<file path="config.mk">
export PLATFORM = sky130hd
export DESIGN_NAME = sliding_median_filter_core_flat
export DESIGN_NICKNAME = d
export VERILOG_FILES = /design/src/smf_pkg.sv /design/src/smf_in_if.sv /design/src/smf_out_if.sv /design/src/sliding_median_filter_core.sv /design/src/smf_front.sv /design/src/smf_job_queue.sv /design/src/smf_back.sv /design/src/flat_wrapper.sv
export SDC_FILE = /design/constraint.sdc
export NUM_CORES = 2
export LEC_CHECK = 0
export ABC_CLOCK_PERIOD_IN_PS = 26100
export BUFFER_PORTS_ARGS = -buffer_cell sky130_fd_sc_hd__buf_4
export CAP_MARGIN = 20
export CORE_MARGIN = 2
export CORE_UTILIZATION = 45
export CTS_CLUSTER_SIZE = 10
export DETAILED_ROUTE_END_ITERATION = 10
export PLACE_DENSITY_LB_ADDON = 0.05
export SKIP_LAST_GASP = 1
export SYNTH_ARGS = -nofsm -noshare
export SYNTH_HDL_FRONTEND = slang
export SYNTH_SLANG_ARGS = --single-unit
</file>
<file path="constraint.sdc">
create_clock -name clk -period 26.1 [get_ports clk]
set_input_delay 5.22 -clock clk [delete_from_list [all_inputs] [get_ports clk]]
set_output_delay 5.22 -clock clk [all_outputs]
set_load 0.05 [all_outputs]
</file>
<file path="src/smf_pkg.sv">
// smf_pkg: shared constants and types of the sliding median filter
// no dependencies; imported by the interfaces and every module of the block
package smf_pkg;

  // fixed field widths
  localparam int SAMPLE_W = 32;
  localparam int INDEX_W  = 12;
  localparam int HW_W     = 3;

  // parameter defaults
  localparam int WINDOW_MAX_DEF = 11;
  localparam int LINE_MAX_DEF   = 4096;

  // half width after reset (11-tap median window)
  localparam logic [HW_W-1:0] HW_RESET = 3'd5;

  // job queue depth between front and back
  localparam int QUEUE_DEPTH = 2;

  // per-job control travelling with the window snapshot
  typedef struct packed {
    logic [HW_W-1:0]    half;
    logic [INDEX_W-1:0] center;
  } smf_ctl_t;

endpackage

</file>
<file path="src/smf_in_if.sv">
// smf_in_if: sample input channel (valid, ready, sample, line_start)
// depends on smf_pkg for the field widths
interface smf_in_if import smf_pkg::*; ();
  logic                valid;
  logic                ready;
  logic [SAMPLE_W-1:0] sample;
  logic                line_start;

  modport source (output valid, output sample, output line_start, input ready);
  modport sink   (input valid, input sample, input line_start, output ready);
endinterface

</file>
<file path="src/smf_out_if.sv">
// smf_out_if: result channel (valid, ready, median_value, center_index)
// depends on smf_pkg for the field widths
interface smf_out_if import smf_pkg::*; ();
  logic                valid;
  logic                ready;
  logic [SAMPLE_W-1:0] median_value;
  logic [INDEX_W-1:0]  center_index;

  modport source (output valid, output median_value, output center_index, input ready);
  modport sink   (input valid, input median_value, input center_index, output ready);
endinterface

</file>
<file path="src/sliding_median_filter_core.sv">
// sliding_median_filter_core: top level of the running median filter
// depends on smf_pkg, smf_in_if, smf_out_if, smf_front, smf_job_queue, smf_back
//
//   port       dir   transaction / contents
//   in_ch      sink  sample (32b), line_start (1b)
//   out_ch     src   median_value (32b), center_index (12b)
//   cfg_we/wd  in    half_width write, 3b, no read-back
//
// one sample accepted per cycle while in_ch.ready is high; a result is registered in turn in
// the queue entry, the comparison-matrix stage and the rank-select output register
// synchronous active-low reset clears fill count, position, queue and valids;
// half width returns to 5
// a stalled output fills the two-entry job queue, then in_ch.ready drops
module sliding_median_filter_core import smf_pkg::*; #(
  parameter int WINDOW_MAX = WINDOW_MAX_DEF,
  parameter int LINE_MAX   = LINE_MAX_DEF
) (
  input  logic             clk,
  input  logic             rst_n,
  input  logic             cfg_we,
  input  logic [HW_W-1:0]  cfg_wdata,
  smf_in_if.sink           in_ch,
  smf_out_if.source        out_ch
);

  localparam int WIN_BITS = WINDOW_MAX * SAMPLE_W;
  localparam int JOB_W    = WIN_BITS + $bits(smf_ctl_t);

  logic                                q_full, q_empty, q_push, q_pop;
  logic [WINDOW_MAX-1:0][SAMPLE_W-1:0] f_win, b_win;
  smf_ctl_t                            f_ctl, b_ctl;
  logic [JOB_W-1:0]                    q_head;

  // front: window and classification
  smf_front #(
    .WINDOW_MAX(WINDOW_MAX),
    .LINE_MAX  (LINE_MAX)
  ) u_front (
    .clk          (clk),
    .rst_n        (rst_n),
    .cfg_we       (cfg_we),
    .cfg_wdata    (cfg_wdata),
    .in_valid     (in_ch.valid),
    .in_ready     (in_ch.ready),
    .in_sample    (in_ch.sample),
    .in_line_start(in_ch.line_start),
    .q_full       (q_full),
    .q_push       (q_push),
    .job_win      (f_win),
    .job_ctl      (f_ctl)
  );

  // job queue
  smf_job_queue #(
    .DATA_W(JOB_W)
  ) u_queue (
    .clk      (clk),
    .rst_n    (rst_n),
    .push     (q_push),
    .push_data({f_ctl, f_win}),
    .full     (q_full),
    .pop      (q_pop),
    .pop_data (q_head),
    .empty    (q_empty)
  );

  assign b_win = q_head[WIN_BITS-1:0];
  assign b_ctl = q_head[JOB_W-1:WIN_BITS];

  // back: median selection and output register
  smf_back #(
    .WINDOW_MAX(WINDOW_MAX)
  ) u_back (
    .clk       (clk),
    .rst_n     (rst_n),
    .q_empty   (q_empty),
    .q_pop     (q_pop),
    .job_win   (b_win),
    .job_ctl   (b_ctl),
    .out_valid (out_ch.valid),
    .out_ready (out_ch.ready),
    .out_median(out_ch.median_value),
    .out_center(out_ch.center_index)
  );

  // the front never pushes into a full queue; ready follows queue space
  a_ready_space: assert property (@(posedge clk) disable iff (!rst_n)
    in_ch.ready == !q_full)
    else $error("input ready out of step with queue space");
  a_push_accepted: assert property (@(posedge clk) disable iff (!rst_n)
    q_push |-> (in_ch.valid && in_ch.ready))
    else $error("job pushed without an input transaction");

endmodule

</file>
<file path="src/smf_front.sv">
// smf_front: takes samples in, keeps the window, fill count and line position,
// and decides which samples produce a median job; depends on smf_pkg
module smf_front import smf_pkg::*; #(
  parameter int WINDOW_MAX = WINDOW_MAX_DEF,
  parameter int LINE_MAX   = LINE_MAX_DEF
) (
  input  logic                                 clk,
  input  logic                                 rst_n,
  input  logic                                 cfg_we,
  input  logic [HW_W-1:0]                      cfg_wdata,
  input  logic                                 in_valid,
  output logic                                 in_ready,
  input  logic [SAMPLE_W-1:0]                  in_sample,
  input  logic                                 in_line_start,
  input  logic                                 q_full,
  output logic                                 q_push,
  output logic [WINDOW_MAX-1:0][SAMPLE_W-1:0]  job_win,
  output smf_ctl_t                             job_ctl
);

  localparam int HALF_MAX = (WINDOW_MAX - 1) / 2;
  localparam int FILL_W   = $clog2(WINDOW_MAX + 1);
  localparam int POS_W    = $clog2(LINE_MAX);
  localparam int CW       = (POS_W > INDEX_W) ? POS_W : INDEX_W;
  localparam int CMP_W    = 8;

  logic [HW_W-1:0]                     hw_r, hw_nxt;
  logic [FILL_W-1:0]                   fill_r, fill_nxt, fill_base;
  logic [POS_W-1:0]                    pos_r, pos_nxt, pos_cur;
  logic [POS_W:0]                      pos_inc;
  logic [WINDOW_MAX-1:0][SAMPLE_W-1:0] win_r, win_nxt;
  logic [HW_W-1:0]                     h_eff;
  logic [CMP_W-1:0]                    len;
  logic                                accept;
  logic [CW-1:0]                       pos_x, h_x, diff;

  // clamp the configured half width to the supported range
  always_comb begin
    if (hw_r == '0) begin
      h_eff = HW_W'(1);
    end else if (int'(hw_r) > HALF_MAX) begin
      h_eff = HW_W'(HALF_MAX);
    end else begin
      h_eff = hw_r;
    end
  end

  assign len      = CMP_W'({h_eff, 1'b1});
  assign in_ready = !q_full;
  assign accept   = in_valid && in_ready;

  // window shift, fill count and position update
  always_comb begin
    fill_base = in_line_start ? '0 : fill_r;
    pos_cur   = in_line_start ? '0 : pos_r;
    pos_inc   = {1'b0, pos_cur} + (POS_W+1)'(1);
    win_nxt   = {win_r[WINDOW_MAX-2:0], in_sample};
    fill_nxt  = (int'(fill_base) < WINDOW_MAX) ? fill_base + FILL_W'(1) : fill_base;
    pos_nxt   = (pos_inc < (POS_W+1)'(LINE_MAX)) ? pos_inc[POS_W-1:0]
                                                 : POS_W'(LINE_MAX - 1);
    hw_nxt    = cfg_we ? cfg_wdata : hw_r;
  end

  // centre index: position minus half width, floored at zero
  always_comb begin
    pos_x = CW'(pos_cur);
    h_x   = CW'(h_eff);
    diff  = (pos_x >= h_x) ? pos_x - h_x : '0;
  end

  // a full window turns this transaction into a median job
  assign q_push         = accept && (CMP_W'(fill_nxt) >= len);
  assign job_win        = win_nxt;
  assign job_ctl.half   = h_eff;
  assign job_ctl.center = diff[INDEX_W-1:0];

  // control state
  always_ff @(posedge clk) begin
    if (!rst_n) begin
      hw_r   <= HW_RESET;
      fill_r <= '0;
      pos_r  <= '0;
    end else begin
      hw_r <= hw_nxt;
      if (accept) begin
        fill_r <= fill_nxt;
        pos_r  <= pos_nxt;
      end
    end
  end

  // window payload
  always_ff @(posedge clk) begin
    if (accept) begin
      win_r <= win_nxt;
    end
  end

endmodule

</file>
<file path="src/smf_job_queue.sv">
// smf_job_queue: short register queue decoupling the front and back parts
// depends on smf_pkg for the queue depth
module smf_job_queue import smf_pkg::*; #(
  parameter int DATA_W = 8
) (
  input  logic              clk,
  input  logic              rst_n,
  input  logic              push,
  input  logic [DATA_W-1:0] push_data,
  output logic              full,
  input  logic              pop,
  output logic [DATA_W-1:0] pop_data,
  output logic              empty
);

  localparam int PTR_W = (QUEUE_DEPTH > 1) ? $clog2(QUEUE_DEPTH) : 1;
  localparam int CNT_W = $clog2(QUEUE_DEPTH + 1);

  logic [QUEUE_DEPTH-1:0][DATA_W-1:0] mem_r;
  logic [PTR_W-1:0]                   wr_ptr_r, wr_ptr_nxt, rd_ptr_r, rd_ptr_nxt;
  logic [CNT_W-1:0]                   count_r, count_nxt;

  assign full     = (int'(count_r) == QUEUE_DEPTH);
  assign empty    = (count_r == '0);
  assign pop_data = mem_r[rd_ptr_r];

  // pointer wrap and occupancy
  always_comb begin
    wr_ptr_nxt = wr_ptr_r;
    rd_ptr_nxt = rd_ptr_r;
    count_nxt  = count_r;
    if (push) begin
      wr_ptr_nxt = (int'(wr_ptr_r) == QUEUE_DEPTH - 1) ? '0 : wr_ptr_r + PTR_W'(1);
    end
    if (pop) begin
      rd_ptr_nxt = (int'(rd_ptr_r) == QUEUE_DEPTH - 1) ? '0 : rd_ptr_r + PTR_W'(1);
    end
    if (push && !pop) begin
      count_nxt = count_r + CNT_W'(1);
    end else if (pop && !push) begin
      count_nxt = count_r - CNT_W'(1);
    end
  end

  always_ff @(posedge clk) begin
    if (!rst_n) begin
      wr_ptr_r <= '0;
      rd_ptr_r <= '0;
      count_r  <= '0;
    end else begin
      wr_ptr_r <= wr_ptr_nxt;
      rd_ptr_r <= rd_ptr_nxt;
      count_r  <= count_nxt;
    end
  end

  // entry storage
  always_ff @(posedge clk) begin
    if (push) begin
      mem_r[wr_ptr_r] <= push_data;
    end
  end

  // no write into a full queue, no read from an empty one
  a_no_overflow: assert property (@(posedge clk) disable iff (!rst_n) !(push && full))
    else $error("job queue written while full");
  a_no_underflow: assert property (@(posedge clk) disable iff (!rst_n) !(pop && empty))
    else $error("job queue read while empty");
  a_count_up: assert property (@(posedge clk) disable iff (!rst_n)
    (push && !pop) |=> (count_r == $past(count_r) + CNT_W'(1)))
    else $error("job queue count did not follow a lone write");

endmodule

</file>
<file path="src/smf_back.sv">
// smf_back: ranks the window of each job and picks the median, in two stages
// (comparison matrix, then rank count and select into the output register); uses smf_pkg
module smf_back import smf_pkg::*; #(
  parameter int WINDOW_MAX = WINDOW_MAX_DEF
) (
  input  logic                                clk,
  input  logic                                rst_n,
  input  logic                                q_empty,
  output logic                                q_pop,
  input  logic [WINDOW_MAX-1:0][SAMPLE_W-1:0] job_win,
  input  smf_ctl_t                            job_ctl,
  output logic                                out_valid,
  input  logic                                out_ready,
  output logic [SAMPLE_W-1:0]                 out_median,
  output logic [INDEX_W-1:0]                  out_center
);

  localparam int RK_W  = $clog2(WINDOW_MAX);
  localparam int CMP_W = 8;

  logic [WINDOW_MAX-1:0][WINDOW_MAX-1:0] lt_nxt, lt_r;
  logic [WINDOW_MAX-1:0]                 inwin_nxt, inwin_r;
  logic [WINDOW_MAX-1:0][SAMPLE_W-1:0]   s1_win_r;
  smf_ctl_t                              s1_ctl_r;
  logic                                  s1_v_r, s1_v_nxt;
  logic                                  out_v_r, out_v_nxt;
  logic [SAMPLE_W-1:0]                   med_nxt, med_r;
  logic [INDEX_W-1:0]                    ctr_r;
  logic                                  out_free, s1_adv, s1_free;

  // flow control through the two stages
  assign out_free = !out_v_r || out_ready;
  assign s1_adv   = s1_v_r && out_free;
  assign s1_free  = !s1_v_r || out_free;
  assign q_pop    = !q_empty && s1_free;

  always_comb begin
    s1_v_nxt  = q_pop ? 1'b1 : (s1_adv ? 1'b0 : s1_v_r);
    out_v_nxt = s1_adv ? 1'b1 : (out_ready ? 1'b0 : out_v_r);
  end

  // stage 1: pairwise order with ties broken by age, and window membership
  always_comb begin
    for (int i = 0; i < WINDOW_MAX; i++) begin
      for (int j = 0; j < WINDOW_MAX; j++) begin
        lt_nxt[i][j] = (job_win[j] < job_win[i]) || ((job_win[j] == job_win[i]) && (j < i));
      end
      inwin_nxt[i] = (i <= 2 * int'(job_ctl.half));
    end
  end

  // stage 2: the member with exactly half-width smaller members is the median
  always_comb begin
    logic [RK_W-1:0] rank;
    med_nxt = '0;
    for (int i = 0; i < WINDOW_MAX; i++) begin
      rank = '0;
      for (int j = 0; j < WINDOW_MAX; j++) begin
        rank = rank + RK_W'(lt_r[i][j] && inwin_r[j]);
      end
      if (inwin_r[i] && (CMP_W'(rank) == CMP_W'(s1_ctl_r.half))) begin
        med_nxt = med_nxt | s1_win_r[i];
      end
    end
  end

  // valid flags
  always_ff @(posedge clk) begin
    if (!rst_n) begin
      s1_v_r  <= 1'b0;
      out_v_r <= 1'b0;
    end else begin
      s1_v_r  <= s1_v_nxt;
      out_v_r <= out_v_nxt;
    end
  end

  // stage payloads
  always_ff @(posedge clk) begin
    if (q_pop) begin
      lt_r     <= lt_nxt;
      inwin_r  <= inwin_nxt;
      s1_win_r <= job_win;
      s1_ctl_r <= job_ctl;
    end
    if (s1_adv) begin
      med_r <= med_nxt;
      ctr_r <= s1_ctl_r.center;
    end
  end

  assign out_valid  = out_v_r;
  assign out_median = med_r;
  assign out_center = ctr_r;

  // a blocked stage 1 keeps its job until the output register frees up
  a_s1_hold: assert property (@(posedge clk) disable iff (!rst_n)
    (s1_v_r && !out_free) |=> (s1_v_r && $stable(s1_ctl_r)))
    else $error("stage 1 job lost while output stalled");

endmodule
</file>
<file path="src/flat_wrapper.sv">
// flat-port wrapper written by rule: the top's interface ports become plain ports
module sliding_median_filter_core_flat import smf_pkg::*;
#(
  parameter int WINDOW_MAX = WINDOW_MAX_DEF,
  parameter int LINE_MAX   = LINE_MAX_DEF
)
  (clk, rst_n, cfg_we, cfg_wdata, in_ch_valid, in_ch_sample, in_ch_line_start, in_ch_ready, out_ch_valid, out_ch_median_value, out_ch_center_index, out_ch_ready);
  smf_in_if in_ch_i ();
  smf_out_if out_ch_i ();
  input  logic clk;
  input  logic rst_n;
  input  logic cfg_we;
  input  logic [HW_W-1:0] cfg_wdata;
  input wire logic [$bits(in_ch_i.valid)-1:0] in_ch_valid;
  input wire logic [$bits(in_ch_i.sample)-1:0] in_ch_sample;
  input wire logic [$bits(in_ch_i.line_start)-1:0] in_ch_line_start;
  output wire logic [$bits(in_ch_i.ready)-1:0] in_ch_ready;
  output wire logic [$bits(out_ch_i.valid)-1:0] out_ch_valid;
  output wire logic [$bits(out_ch_i.median_value)-1:0] out_ch_median_value;
  output wire logic [$bits(out_ch_i.center_index)-1:0] out_ch_center_index;
  input wire logic [$bits(out_ch_i.ready)-1:0] out_ch_ready;
  assign in_ch_i.valid = in_ch_valid;
  assign in_ch_i.sample = in_ch_sample;
  assign in_ch_i.line_start = in_ch_line_start;
  assign in_ch_ready = in_ch_i.ready;
  assign out_ch_valid = out_ch_i.valid;
  assign out_ch_median_value = out_ch_i.median_value;
  assign out_ch_center_index = out_ch_i.center_index;
  assign out_ch_i.ready = out_ch_ready;
  sliding_median_filter_core #(.WINDOW_MAX(WINDOW_MAX), .LINE_MAX(LINE_MAX)) u_core (.clk(clk), .rst_n(rst_n), .cfg_we(cfg_we), .cfg_wdata(cfg_wdata), .in_ch(in_ch_i), .out_ch(out_ch_i));
endmodule
</file>
## After elaboration in Yosys (flattened, before gate mapping)

Cells that the tools add are included.

| storage, ports and cells | value |
|---|---|
| logic and storage cells | 619 |
| input port bits | 41 |
| output and inout port bits | 46 |
| bits in registers | 1622 |

| cells by class | value |
|---|---|
| $add $sub $neg | 117 |
| bitwise logic cells | 10 |
| equality and inequality tests | 67 |
| multiplexer cells | 31 |
| $lt $le $gt $ge | 140 |
| reduce and logical (&&, ||, !) cells | 207 |

Operators with widths:

| kind | number |
|---|---|
| less-than comparator 32 bit | 121 |
| equality test 32 bit | 55 |
| two-way mux 367 bit | 3 |
| bitwise mux 734 bit | 1 |
| demux 367 bit (select 1 bit) | 1 |
| two-way mux 32 bit | 11 |
| adder 4 x 1 -> 4 bit | 83 |
| OR 32 bit | 10 |
| logical AND 1 bit | 139 |
| logical OR 1 bit | 57 |
| equality test 4 x 3 -> 1 bit | 11 |
| two-way mux 12 bit | 3 |
| adder 3 x 1 -> 4 bit | 8 |
| adder 2 x 1 -> 3 bit | 8 |
| adder 1 x 1 -> 2 bit | 11 |
| less-or-equal comparator 3 x 4 -> 1 bit (first input constant) | 4 |
| adder 12 x 1 -> 13 bit (second input constant) | 1 |
| less-than comparator 13 bit (second input constant) | 1 |
| >= comparator 12 x 3 -> 1 bit | 1 |
| less-or-equal comparator 4 bit (first input constant) | 3 |
| subtractor 12 x 3 -> 12 bit | 1 |
| less-or-equal comparator 1 x 4 -> 1 bit (first input constant) | 2 |
| less-or-equal comparator 2 x 4 -> 1 bit (first input constant) | 2 |
| two-way mux 4 bit | 2 |
| other kinds (17) | 33 |

## Logic depth before layout (Yosys ltp)

| logic depth | value |
|---|---|
| depth in word-level cells | 34 |
| mapped depth | 22 |
| mapped depth without buffers | 17 |

## By module

Synthesis repeated with hierarchy kept, for this count alone.

| unflattened totals | value |
|---|---|
| cell total of the unflattened synthesis | 8089 |
| area total of the unflattened synthesis | 101428.5 µm² |

By module, submodules not included:

| module | area each (µm²) | cells an instance | times used | sequential area each (µm²) |
|---|---|---|---|---|
| smf_back | 61888.1 | 6353 | 1 | 15955.3 |
| smf_job_queue | 28050.7 | 1162 | 1 | 22121.2 |
| smf_front | 11489.8 | 574 | 1 | 9989.6 |

## Worst setup path before layout

OpenSTA, ideal clock, no wires.

| timing path | value |
|---|---|
| kind | input-to-reg |
| start | input in_ch_line_start |
| end | register u_core.u_queue.mem_r[0] (netlist name), enable pin |
| setup time | 1147 ps |
| required time | 24953 ps |
| setup slack | 1323 ps |
| stages | 12 |
| data arrival time | 23630 ps |
| buffers on the path | 2 |
| path through | clkbuf_1 > clkbuf_1 > nor2b_1 > ha_1 > o21ai_0 > nor2_1 > mux2_2 > ha_1 > o21ai_0 > a311o_1 > a21oi_1 > nor2b_1 |

| between the ends | value |
|---|---|
| longest elaborated chain between the ends | 5 |
| elaborated cells on any way between the ends | 6 |
| those cells by class | add/sub: 1; order compare: 2; mux: 2; reduce/logical: 1 |

Ends and longest elaborated chain:

| what | RTL line | source |
|---|---|---|
| from (decl) | flat_wrapper.sv:16 | `input wire logic [$bits(in_ch_i.line_start)-1:0] in_ch_line_start;` |
| two-way mux 4 bit (*) | smf_front.sv:54 | `fill_base = in_line_start ? '0 : fill_r;` |
| adder 4 x 1 -> 4 bit or less-than comparator 4 bit (tied branches) | smf_front.sv:58 | `fill_nxt = (int'(fill_base) < WINDOW_MAX) ? fill_base + FILL_W'(1) : fill_base;` |
| two-way mux 4 bit (*) | smf_front.sv:58 |  |
| net u_core.u_front.fill_nxt[1] | smf_front.sv:28 | `logic [FILL_W-1:0] fill_r, fill_nxt, fill_base;` |
| >= comparator 4 bit (*) | smf_front.sv:72 | `assign q_push = accept && (CMP_W'(fill_nxt) >= len);` |
| logical AND 1 bit (*) | smf_front.sv:72 |  |
| net u_core.q_push | sliding_median_filter_core.sv:29 | `logic q_full, q_empty, q_push, q_pop;` |
| to (signal, indexed assignment) | smf_job_queue.sv:60 | `mem_r[wr_ptr_r] <= push_data;` |
| to (decl) | smf_job_queue.sv:19 | `logic [QUEUE_DEPTH-1:0][DATA_W-1:0] mem_r;` |

The timed path passes the listed nets; every way through them passes the cells marked *.
A chain may end at the register's enable or synchronous reset.

## Worst setup path in the final report

| timing path | value |
|---|---|
| start | input in_ch_line_start |
| end | register u_core.u_queue.mem_r[337] (netlist name), enable pin |

Same word-level chain as after synthesis.

==> impl_metrics.toml <==
[placed_design]
place_hpwl_mm = 290
pre_cts_ws_ps = 14730
gp_congestion = 0.967
numPortBuffers = 86

[floorplan]
die_x_um = 475
rows = 172
dieArea_um2 = 226000
num_io_pins = 87
die_h_um = 475
start_util = 0.454
core_um2 = 220000

[synthesis]
avgSynthCellArea_um2 = 12.5
ys_seq_area_frac = 0.481
ys_ff_latch = 1608
ys_warn_count = 0
syn_inst = 8009
synth_ff_type = "edfxtp_1"
synth_area_um2 = 99900
synth_edf_count = 1583
synth.distinct_cells = 76
async_reset_ff_frac = 0

[setup_path]
worst-endpoint-arrival_ps = 10860
r2r_cells = 11
crit_type = "in2reg"
r2r-end = "u_core.u_back.lt_r[64]"
rrSetupSlack_ps = 19340
crit_top_cell = "buf_4"
start_kind = "input port"
r2r_start = "u_core.u_queue.rd_ptr_r"
max_stage_delay_ps = 820
critPathSlowestCell = "buf_4"
cp.required_ps = 26600
crit_cells = 14
crit_start = "in_ch_line_start"
path_cells = "buf_4 > nor2b_1 > ha_1 > o21ai_0 > nor2_1 > mux2_2 > ha_1 > o21ai_0 > a311o_1 > a21oi_1 > nor2b_4 > buf_4 > buf_4 > buf_4"
end_kind = "register"
crit_family = "buffers and inverters"
crit_fanout = 65
cp.buffers_inverters = 4

[clock_tree]
clock_sinks = 1608
cts_tree = "done"
cts_buffers = 192
clkTransAtPathRegs_ps = 50
cts_root_buffer = "clkbuf_16"
insertion_delay_ps = 890
cts-resized-gates = 0
cts_hold_buf = 0
htreeDepth = 4
clockBufferDepth = 3
cts_setup_buffers = 0

[finish]
area_delta_synth_final_pct = 11.6
num-nets-final = 10300
drive_gt1_frac = 0.0939
fill_cells = 19100
multiInputGateArea_um2 = 49400
regArea_um2 = 48000

[hold_path]
min_path_type = "reg2reg"
min_to = "u_core.u_queue.mem_r[702]"
whs_path_depth = 0
hold_path_startpoint = "u_core.u_front.job_win[335]"

[grt]
grt_overflow_total = 0
grt_pass1_wl_mm = 520
grt_antenna_before_repair = 15
track_usage = 0.328
grt_pass1_vias = 70400
grt_max_degree = 140

[route]
drt-vias-per-instance = 6.39
wire_per_inst_um = 32.8
dr.pass1.iters = 7
routed_wl_mm = 376
vias = 73300
final_antenna_net_count = 0
drt-initial-drc-count = 8731
drc = 0

[flow_run]
timing.max_cap.violations = 0

[sta]
fin_crit_ps = 10360
max_slew.worst_pin.slew_ps = 1200
final_hold_viol_count = 0
fin_crit_sh = 0.397
skew_ps = 75.1
timing.hold.ws_ps = 412
fmax_mhz = 96.5
rsz0062_at_grt = "no"
slew_headroom = 0.193
postLayoutSetupSlackWorst_ps = 15740
fin_setup_tns_ps = 0
finalSetupViolCount = 0
slew_viol_final = 0

[status]
status = "complete, no violations"
per-layer routing:
layer	up-vias	share of wire	global-route usage
met3	665	0.081	0.0551
met2	3232	0.44	0.498
met4	2	0.051	0.151
met5	-	0.000035	0
li1	32700	-	-
met1	36700	0.43	0.458
per-stage QoR:
step / instances / cell area (um^2) / utilization
floorplan: 8010 / 99900 / -
global placement: 11200 / 106000 / 0.481
detailed placement: 11200 / 106000 / 0.481
CTS: 11500 / 111000 / 0.506
global route: 11500 / 111000 / 0.506
finish: 11500 / 111000 / 0.506
synthesized netlist by cell type, drive strengths merged, types with 30 or more instances:
library cell  instances  area [um^2]
a31o                 53          464
nand4               361         2260
and4                117         1020
a22o                 52          455
nand3               285         1430
ha                 1809        22600
a211oi               87          653
o211ai               84          631
a21oi               702         3560
mux2i               330         3320
a2111oi              96          922
a221o               136         1360
fa                   65         1300
and4bb               52          651
mux2                 45          507
clkbuf               59          221
edfxtp             1583        47500
and2                 83          519
a222oi               32          320
or3                  30          188
a31oi                58          363
inv                 511         1920
nor3b                84          636
nor2                170          643
o21ai               193          966
nor3                 53          265
nand2               469         1760
nor2b                68          425
a21o                 39          293
buf                  79          445
cells by family after synthesis:
family	share of synthesized area
other cells	0.0000375
buf+inv	0.0259
compound gates	0.110
simple gates	0.102
xor+xnor	0.00357
flops	0.481
mux	0.0383
fa+ha+maj	0.240
registers in the layout, indices dropped and copies added, names as in the netlist:
name / cells
u_core.u_queue.mem_r: 734
u_core.u_back.s1_win_r: 352
u_core.u_front.job_win: 320
u_core.u_back.lt_r: 110
u_core.u_back.out_median: 32
u_core.u_back.s1_ctl_r: 14
u_core.u_back.out_center: 12
u_core.u_front.pos_r: 12
u_core.u_back.inwin_r: 9
u_core.u_front.fill_r: 4
u_core.u_front.hw_r: 3
u_core.u_queue.count_r: 2
u_core.u_back.out_valid: 1
u_core.u_back.s1_v_r: 1
u_core.u_queue.rd_ptr_r: 1
u_core.u_queue.wr_ptr_r: 1
final cells by class:
type | instances | area share
Multi-Input combinational cell | 5752 | 0.444
Sequential cell | 1608 | 0.431
Clock buffer | 229 | 0.0445
Tap cell | 2958 | 0.0332
Timing Repair Buffer | 353 | 0.0244
Inverter | 512 | 0.0174
Clock inverter | 53 | 0.00577
Antenna cell | 2 | 0.0000449
how the worst max path moves through the flow:
| stage | to | slack [ps] |
|---|---|---|
| 2_1_floorplan | u_core.u_queue.mem_r[0] | 1320 |
| 3_3_place_gp | u_core.u_queue.mem_r[338] | 14760 |
| 3_5_place_dp | u_core.u_queue.mem_r[337] | 14730 |
| 4_1_cts | u_core.u_queue.mem_r[311] | 15670 |
| 5_1_grt | u_core.u_queue.mem_r[209] | 15320 |
| 6_report | u_core.u_queue.mem_r[337] | 15740 |
cells in the final DEF, fill, tap and decap left out, types with 81 or more instances in the layout:
cell / netlist / routed
a2111oi_0: 83 / 83
a211oi_1: 87 / 87
a21oi_1: 694 / 690
a221o_1: 136 / 136
and2_1: 82 / 81
and4_1: 117 / 117
buf_4: 12 / 345
clkbuf_16: 0 / 192
edfxtp_1: 1583 / 1583
ha_1: 1809 / 1809
inv_1: 511 / 510
mux2i_1: 329 / 311
nand2_1: 468 / 468
nand3_1: 285 / 285
nand4_1: 361 / 361
nor2_1: 168 / 168
nor3b_1: 83 / 83
o211ai_1: 84 / 84
o21ai_0: 193 / 193
Power is left out: the tool's default activity adds up to more than one toggle a clock period on the data nets, which glitch-free logic cannot reach.
